==> src/rtl/tks_pkg.sv <==
// ----------------------------------------------------------------------------
// tks_pkg: shared types and constants for the streaming top-K selector
// Holds the store depth, field widths, the cell entry and control types
// and the controller state encoding.
// ----------------------------------------------------------------------------
package tks_pkg;

    // Number of kept values (store depth).
    localparam int TOP_COUNT = 8;

    // Field widths.
    localparam int VALUE_W   = 32;
    localparam int RANK_W    = 3;
    localparam int S_TDATA_W = 32;
    localparam int M_TDATA_W = 40;
    localparam int M_PAD_W   = M_TDATA_W - VALUE_W - RANK_W;

    // Width of the drain counter; at least one bit.
    localparam int CNT_W = (TOP_COUNT > 1) ? $clog2(TOP_COUNT) : 1;

    // One stored entry of the chain.
    typedef struct packed {
        logic               valid;
        logic [VALUE_W-1:0] value;
    } tks_entry_t;

    // Per-cycle control broadcast to every cell.
    typedef struct packed {
        logic offer_en;  // a new value is offered to the chain
        logic drain_en;  // all entries move one place toward rank zero
    } tks_cell_ctrl_t;

    // Controller states.
    typedef enum logic {
        ST_COLLECT,
        ST_DRAIN
    } tks_state_t;

endpackage

==> src/rtl/streaming_top_k_selector_unit.sv <==
// ----------------------------------------------------------------------------
// streaming_top_k_selector_unit: keeps the TOP_COUNT largest signed values
// Timing: an ordinary value is registered into the chain as it is accepted; the first
// result of a set appears in the cycle after its last value is accepted.
// Throughput: one value per cycle while collecting; a set end costs TOP_COUNT
// output beats, during which no input is taken, set by the shared drain path.
// Reset: asynchronous, clears the store and returns to collecting.
// ----------------------------------------------------------------------------
module streaming_top_k_selector_unit
    import tks_pkg::*;
(
    input  logic                 clk,
    input  logic                 rst_n,
    // Input stream.
    input  logic                 s_tvalid,
    output logic                 s_tready,
    input  logic [S_TDATA_W-1:0] s_tdata,  // [31:0] value
    input  logic                 s_tlast,  // end_of_set
    // Result stream.
    output logic                 m_tvalid,
    input  logic                 m_tready,
    output logic [M_TDATA_W-1:0] m_tdata,  // [31:0] top_value, [34:32] rank, [39:35] zero
    output logic [0:0]           m_tuser,  // [0] rank_valid
    output logic                 m_tlast   // last_result
);

    tks_state_t      state_reg;
    tks_state_t      state_next;
    logic [CNT_W-1:0]  cnt_reg;
    logic [CNT_W-1:0]  cnt_next;
    logic [RANK_W-1:0] rank_reg;
    logic [RANK_W-1:0] rank_next;

    tks_cell_ctrl_t  ctrl;
    logic            in_fire;
    logic            out_fire;
    logic            last_beat;

    tks_entry_t      entries [TOP_COUNT];
    logic            takes   [TOP_COUNT];

    // Handshakes.
    assign s_tready  = (state_reg == ST_COLLECT);
    assign m_tvalid  = (state_reg == ST_DRAIN);
    assign in_fire   = s_tvalid && s_tready;
    assign out_fire  = m_tvalid && m_tready;
    assign last_beat = (cnt_reg == CNT_W'(TOP_COUNT - 1));

    assign ctrl.offer_en = in_fire;
    assign ctrl.drain_en = out_fire;

    // Chain of cells, rank zero first.
    for (genvar i = 0; i < TOP_COUNT; i++)
    begin : g_cell
        tks_entry_t prev_e;
        tks_entry_t next_e;
        logic       prev_t;

        if (i == 0)
        begin : g_first
            assign prev_e = '0;
            assign prev_t = 1'b0;
        end
        else
        begin : g_inner
            assign prev_e = entries[i-1];
            assign prev_t = takes[i-1];
        end

        if (i == TOP_COUNT - 1)
        begin : g_tail
            assign next_e = '0;
        end
        else
        begin : g_body
            assign next_e = entries[i+1];
        end

        tks_cell u_cell (
            .clk         (clk),
            .rst_n       (rst_n),
            .ctrl        (ctrl),
            .offer_value (s_tdata[VALUE_W-1:0]),
            .prev_take   (prev_t),
            .prev_entry  (prev_e),
            .next_entry  (next_e),
            .take        (takes[i]),
            .entry       (entries[i])
        );
    end

    // Controller next state and drain counters.
    always_comb
    begin
        state_next = state_reg;
        cnt_next   = cnt_reg;
        rank_next  = rank_reg;
        case (state_reg)
            ST_COLLECT:
            begin
                if (in_fire && s_tlast)
                begin
                    state_next = ST_DRAIN;
                    cnt_next   = '0;
                    rank_next  = '0;
                end
            end
            ST_DRAIN:
            begin
                if (out_fire)
                begin
                    cnt_next  = cnt_reg + CNT_W'(1);
                    rank_next = rank_reg + RANK_W'(1);
                    if (last_beat)
                    begin
                        state_next = ST_COLLECT;
                    end
                end
            end
            default:
            begin
                state_next = ST_COLLECT;
            end
        endcase
    end

    // Controller registers.
    always_ff @(posedge clk or negedge rst_n)
    begin
        if (!rst_n)
        begin
            state_reg <= ST_COLLECT;
            cnt_reg   <= '0;
            rank_reg  <= '0;
        end
        else
        begin
            state_reg <= state_next;
            cnt_reg   <= cnt_next;
            rank_reg  <= rank_next;
        end
    end

    // Result beat comes from rank zero of the chain.
    assign m_tdata = {{M_PAD_W{1'b0}}, rank_reg,
                      entries[0].valid ? entries[0].value : {VALUE_W{1'b0}}};
    assign m_tuser = entries[0].valid;
    assign m_tlast = last_beat;

endmodule

==> src/rtl/tks_cell.sv <==
// ----------------------------------------------------------------------------
// tks_cell: one rank of the top-K insertion chain
// Holds one entry. On an offered value it keeps its entry, takes the new
// value, or takes its upper neighbor's entry; while draining it takes its
// lower neighbor's entry.
// ----------------------------------------------------------------------------
module tks_cell
    import tks_pkg::*;
(
    input  logic               clk,
    input  logic               rst_n,
    input  tks_cell_ctrl_t     ctrl,
    input  logic [VALUE_W-1:0] offer_value,
    input  logic               prev_take,
    input  tks_entry_t         prev_entry,
    input  tks_entry_t         next_entry,
    output logic               take,
    output tks_entry_t         entry
);

    tks_entry_t entry_reg;
    tks_entry_t entry_next;

    // The offered value belongs at or above this rank when the rank is empty
    // or holds a strictly smaller value.
    assign take = !entry_reg.valid ||
                  ($signed(offer_value) > $signed(entry_reg.value));

    // Next entry selection.
    always_comb
    begin
        entry_next = entry_reg;
        if (ctrl.drain_en)
        begin
            entry_next = next_entry;
        end
        else if (ctrl.offer_en)
        begin
            if (prev_take)
            begin
                entry_next = prev_entry;
            end
            else if (take)
            begin
                entry_next.valid = 1'b1;
                entry_next.value = offer_value;
            end
        end
    end

    // Entry register.
    always_ff @(posedge clk or negedge rst_n)
    begin
        if (!rst_n)
        begin
            entry_reg <= '0;
        end
        else
        begin
            entry_reg <= entry_next;
        end
    end

    assign entry = entry_reg;

endmodule

==> config.mk <==
export PLATFORM = sky130hd
export DESIGN_NAME = streaming_top_k_selector_unit
export DESIGN_NICKNAME = d
export VERILOG_FILES = /design/src/rtl/tks_pkg.sv /design/src/rtl/streaming_top_k_selector_unit.sv /design/src/rtl/tks_cell.sv
export SDC_FILE = /design/constraint.sdc
export NUM_CORES = 1
export LEC_CHECK = 0
export ABC_AREA = 1
export BUFFER_PORTS_ARGS = -buffer_cell sky130_fd_sc_hd__buf_2
export CAP_MARGIN = 20
export CORE_MARGIN = 3
export CORE_UTILIZATION = 50
export CTS_CLUSTER_SIZE = 40
export DETAILED_ROUTE_END_ITERATION = 10
export PLACE_DENSITY = 0.7
export SETUP_SLACK_MARGIN = 0.1
export SLEW_MARGIN = 20
export SYNTH_ARGS = -nofsm -noshare
export SYNTH_HDL_FRONTEND = slang
export SYNTH_SLANG_ARGS = --single-unit
==> constraint.sdc <==
create_clock -name clk -period 2.8 [get_ports clk]
set_input_delay 0.28 -clock clk [delete_from_list [all_inputs] [get_ports clk]]
set_output_delay 0.28 -clock clk [all_outputs]
set_load 0.01 [all_outputs]
==> impl_metrics.toml, run 1 <==
[run_status]
status = "complete, no violations"

[clock_network]
cts_root_buffer = "clkbuf_16"
htreeDepth = 2
clk_pin_slew_ps = 60
cts_buffers = 36
cts_tree = "built"
cts_buffer_depth = 3
insertion_delay_ps = 550
clkSinkCount = 271

[die]
start_util = 0.513
die-area_um2 = 48500
row_count = 77
coreArea_um2 = 44800
floorplan.die.height_um = 220
ioPinCount = 81
die_w_um = 220

[global_routing]
grt_use_total = 0.277
use_met3 = 0.0444
antenna_found_initial = 1
use_met2 = 0.426
first_global_vias = 20500
gr-total-overflow = 0
grt.busiest_layer = "met2"
use_met1 = 0.412
grt_max_degree = 164
grt_pass1_wl_um = 109000

[critical_path]
cp-start-kind = "flip-flop"
path_cells = "inv_1, ha_1, nand4_1, nor3_4, nand2_1, nand2_1, nand2_2, nand2_1, nand2_1, nand2_2, nand2_4, nand2_4, buf_6, inv_4, nand2_8, nand2_8, clkbuf_16, nand2_2, nand2_1"
r2r_slack_ps = 190
r2r_end = "g_cell[7].u_cell.entry[3]"
crit_path_end_kind = "flip-flop"
cpPeakStageDelay_ps = 380
crit_family = "simple AND/OR/NAND/NOR gates"
r2r_cells = 19
criticalPathCategory = "reg -> reg"
path_buf_inv = 4
worstPathMaxFanout = 8
timing.rr.start = "g_cell[6].u_cell.entry[15]"
cp_data_required_time_ps = 3240
critPathSlowestCell = "dfrtp_1"
arrival_ps = 3040
cpMostUsedCell = "nand2_1"

[logic_synthesis]
synth-simple-area-share = 0.399
ys_ff_latch = 271
muxShareOfSynthArea = 0
synthXorXnorAreaFrac = 0.000381
synth.distinct_cells = 37
netlist_area_um2 = 23000
ys.flop_type = "dfrtp_1"
synthCells = 3473
synth_area_leader_cell = "dfrtp_1"
synth_edf_count = 0
synth_top_family_by_area = "simple AND/OR/NAND/NOR gates"
ys_async_sr_fraction = 1.00
synth_compound_area_frac = 0.0561
synth_most_common_cell = "nand2_1"
synth_commonest_cells = "nand2_1, nand3_1, inv_1, dfrtp_1, ha_1"
ys_warn_count = 0
synth_area_leaders = "dfrtp_1, nand2_1, nand3_1"
netlist.area_leader.share = 0.295
synthAdderAreaFrac = 0.141
synth.avg_cell_area_um2 = 6.61
seq_area_frac_synth = 0.295

[pwr]
pwr-share-seq = 0.252
power_frac_comb = 0.591
swShare = 0.491
clockPowerShare = 0.157
total_power_uw = 29400
internal_power_uw = 15000
ir_drop_v = 0.000823
p_switching_uw = 14500
p_leak_uw = 0.0145
power.density_nw_per_um2 = 1120

[timing]
drv_slew = 0
rsz0062_at_grt = "true"
timing.final.crit_share = 0.931
fin_worst_skew_ps = 19.3
hold_ws_ps = 47.4
period_needed_ps = 2610
tightest_slew_ps = 873
setup_viol = 0
fmax_mhz = 384
relSlewSlack = 0.418
hold_violations = 0

[detailed_routing]
routed_wl_um = 68700
vias_per_cell = 5.41
drcViolationCount = 0
avgRoutedWirePerCell_um = 16.4
dr.pass1.iters = 6
drt_iter0_markers = 2256
vias = 22700
ant_nets = 0

[min_path]
hold_start = "m_tready"
min_to = "m_tvalid"
hold_path_depth = 4
hp-class = "in -> reg"

[cells_and_area]
drive_above_1_share = 0.112
nFillCells = 4249
syn_to_final_growth_pct = 14.4
diodes = 0
largest_register_ffs = 264
fin_nets = 3875

[run]
cap_violations = 0

[placement]
io_buffers = 75
routabilityCongestion = 0.881
dp_hpwl_um = 50300
[cell families (layout without fill, tap and decap cells)]
family          count (synthesis)  in the layout
simple gates                 2125           2127
buf+inv                       575            697
fa+ha+maj                     259            259
other cells                     1              5
xor+xnor                        1              1
flops                         271            271
compound gates                241            241
[per-stage QoR]
| stage | cell area (um^2) | setup WS (ps) | utilization | TNS, ps | cells |
|---|---|---|---|---|---|
| floorplan | 23000 | 635 | - | 0 | 3477 |
| global placement | 24600 | -136 | 0.548 | -4140 | 4109 |
| global route | 26300 | 38.6 | 0.587 | 0 | 4193 |
| detailed placement | 24600 | -144 | 0.548 | -4290 | 4109 |
| CTS | 25700 | 67.2 | 0.575 | 0 | 4172 |
| finish | 26300 | 193 | 0.587 | 0 | 4193 |
[routing by layer]
metal | share of wire | vias to the layer above
li1 | - | 11500
met1 | 0.48 | 10400
met2 | 0.44 | 756
met3 | 0.072 | 80
met4 | 0.018 | 0
met5 | 0 | -
[power by group through the flow]
stage | logic, uW | registers [uW] | clock network (uW)
after floorplan | 12400 | 6890 | 0
after global placement | 16200 | 7380 | 0
after detailed placement | 16500 | 7430 | 0
after CTS | 16600 | 7380 | 4660
after global routing | 19800 | 7690 | 4840
final | 17400 | 7430 | 4610
[how the worst max path moves through the flow]
stage                               startpoint                    endpoint  cells past startpoint  slack (ps)
floorplan           g_cell[1].u_cell.entry[31]  g_cell[1].u_cell.entry[10]                     15         630
global placement                   s_tdata[15]  g_cell[6].u_cell.entry[25]                     16        -140
detailed placement                 s_tdata[15]   g_cell[6].u_cell.entry[9]                     16        -140
CTS                 g_cell[4].u_cell.entry[27]  g_cell[5].u_cell.entry[16]                     15          70
global route        g_cell[6].u_cell.entry[29]   g_cell[7].u_cell.entry[1]                     20          40
finish              g_cell[6].u_cell.entry[15]   g_cell[7].u_cell.entry[3]                     19         190
[cell usage in the layout (no fill, tap or decap), drive strengths merged]
cell / count
o21ai: 100
nand3b: 2
nor3b: 4
o21a: 13
ha: 259
clkbuf: 55
dlygate4sd3: 2
a22oi: 1
nand3: 730
o21bai: 3
clkinv: 5
bufinv: 2
a21o: 4
buf: 249
a21oi: 119
nor2: 91
o211ai: 1
inv: 383
nand4: 26
conb: 5
nand2: 1264
dfrtp: 271
nor4: 2
nor3: 4
clkinvlp: 1
or2: 4
xor2: 1
[timing repair]
action                                  CTS  global route
gates cloned                              1             5
buffers inserted                          0            16
resized for setup                         2            73
pin swaps                                 1            18
hold buffers                              2             0
endpoints found under the setup margin   50           262
hold endpoints to repair                 68             0
[tightest hold or removal path: cells and delay by family]
kind	cells	cell delay, ps
buffers and inverters	1	130
and+or+nand+nor	3	150
[layout make-up]
cell class                 count  area, um^2  area share
tap                          592         741      0.0282
multi-input combinational   2633       14000       0.532
timing repair buffer         255        2190      0.0835
sequential                   271        6780       0.258
inverter                     382        1450      0.0550
clock buffer                  51        1040      0.0395
clock inverter                 9         108     0.00409
Note: power is estimated with default switching activity, not from simulation.
==> inputs of run 2 (changes only) <==
- PLACE_DENSITY: 0.7 -> 0.69
- SYNTH_HIERARCHICAL: default -> 1
==> run 2 against run 1 <==
  * Worst setup slack improved by 77 ps
  * Largest cell class unchanged
  * Wire length decreased by 6.4%
  * Sequential cell count unchanged
  * Via count increased by 0.96%
==> impl_metrics.toml, run 2 <==
[global_routing]
antenna_found_initial = 0
grt_max_degree = 80
first_global_vias = 20700
grt_pass1_wl_um = 106000
gr-total-overflow = 0
grt_use_total = 0.253

[critical_path]
crit_path_end_kind = "flip-flop"
arrival_ps = 3010
timing.rr.start = "g_cell[3].u_cell/entry[27]"
worstPathMaxFanout = 17
crit_start = "g_cell[3].u_cell/entry[27]"
cp-start-kind = "flip-flop"
criticalPathCategory = "reg -> reg"
cp_data_required_time_ps = 3280

[die]
die_w_um = 223
start_util = 0.512
die-area_um2 = 49700
row_count = 78
ioPinCount = 81
floorplan.die.height_um = 223
coreArea_um2 = 46000

[cells_and_area]
fin_nets = 4104
instances_no_fill = 4429
diodes = 0
drive_above_1_share = 0.104
final_common_cell = "nand2_1"
final_cell_mix = "nand2_1, inv_1, nor2_1, nand3_1, dfrtp_1"
syn_to_final_growth_pct = 15.8
largest_register_ffs = 264
nFillCells = 4360

[detailed_routing]
vias_per_cell = 5.17
vias = 22900
dr.pass1.iters = 6
drt_iter0_markers = 1764
routed_wl_um = 64300
ant_nets = 0
drcViolationCount = 0
avgRoutedWirePerCell_um = 14.5

[timing]
period_needed_ps = 2530
fin_worst_skew_ps = 16.5
tightest_slew_ps = 627
rsz0062_at_grt = "true"
fmax_mhz = 395
hold_violations = 0
relSlewSlack = 0.582
timing.final.crit_share = 0.904
setup_viol = 0
drv_slew = 0
setup_slack_ps = 270

[clock_network]
cts_root_buffer = "clkbuf_16"
clk_pin_slew_ps = 50
cts_buffer_depth = 3
cts_buffers = 35
htreeDepth = 2
clkSinkCount = 271
cts_tree = "built"
insertion_delay_ps = 550

[logic_synthesis]
netlist_area_um2 = 23500
ys_warn_count = 6
synthCells = 3643
synth.avg_cell_area_um2 = 6.46

[placement]
routabilityCongestion = 0.837
dp_hpwl_um = 49000
io_buffers = 75
dpl_worst_slack_ps = -28.5
dp.cells = 4314

[pwr]
p_leak_uw = 0.0148
ir_drop_v = 0.000593
power.density_nw_per_um2 = 1080

[run]
cap_violations = 0

[min_path]
hp-class = "in -> reg"
hold_start = "s_tlast"

[run_status]
status = "complete, no violations"
==> run 2: worst paths after layout <==
path / endpoint / slack, ps / cells after the start
min in group asynchronous: g_cell[7].u_cell/entry[5] / 320 / 2
worst min-delay path: m_tvalid / 90 / 3
worst max register to register: g_cell[4].u_cell/entry[0] / 270 / 18
worst max-delay path: g_cell[4].u_cell/entry[0] / 270 / 18
max in group asynchronous: g_cell[6].u_cell/entry[1] / 1640 / 3
worst min register to register: g_cell[7].u_cell/entry[17] / 500 / 2
==> run 2: what timing repair did <==
item	4_1_cts	5_1_grt
endpoints found under the hold margin	74	0
buffers inserted	0	50
resized for setup	0	92
hold buffers	2	0
setup endpoints to repair	0	231
==> run 2: where the power goes <==
part           switching (uW)  total (uW)  internal (uW)
logic                    9850       17000           7180
registers                2280        8170           5890
clock network            1740        4280           2530
total                   13900       29500          15600
==> run 2: final cells by class <==
type / instances / area [um^2] / area share
clock buffers: 53 / 1040 / 0.0380
clock inverters: 5 / 25.0 / 0.000918
inverters: 382 / 1450 / 0.0531
multi-input cells: 2868 / 14800 / 0.542
flip-flops and latches: 271 / 6790 / 0.249
well taps: 600 / 751 / 0.0275
repair buffers: 250 / 2450 / 0.0898
==> run 2: layer usage <==
layer / share of wire / GRT usage
met5: 0 / 0
met4: 0.019 / 0.0605
met3: 0.046 / 0.0250
met2: 0.45 / 0.409
met1: 0.48 / 0.364
==> run 2: worst max-delay path, stage by stage (launching register included) <==
cell,delay [ps]
dfrtp_1,400
inv_1,60
ha_1,290
a21oi_1,150
o21ai_0,100
nand2_1,70
nand2_1,70
a21oi_1,200
nand2_1,80
nand2_1,50
nand2_1,50
nand2_2,90
nand2_2,100
inv_2,120
buf_12,150
nor3_1,50
a211oi_1,200
nand3_1,110
nand2_1,80
==> run 2: through the flow <==
| step | instance area [um^2] | hold WS (ps) | setup TNS, ps | utilization | power [uW] |
|---|---|---|---|---|---|
| after floorplan | 23800 | -15.6 | 0 | - | 19600 |
| after global placement | 25400 | 310 | 0 | 0.552 | 23500 |
| after detailed placement | 25400 | 314 | -105 | 0.552 | 24000 |
| after CTS | 26500 | 56.5 | 0 | 0.576 | 28400 |
| after global routing | 27300 | 88.8 | 0 | 0.593 | 32700 |
| final | 27300 | 86.4 | 0 | 0.593 | 29500 |
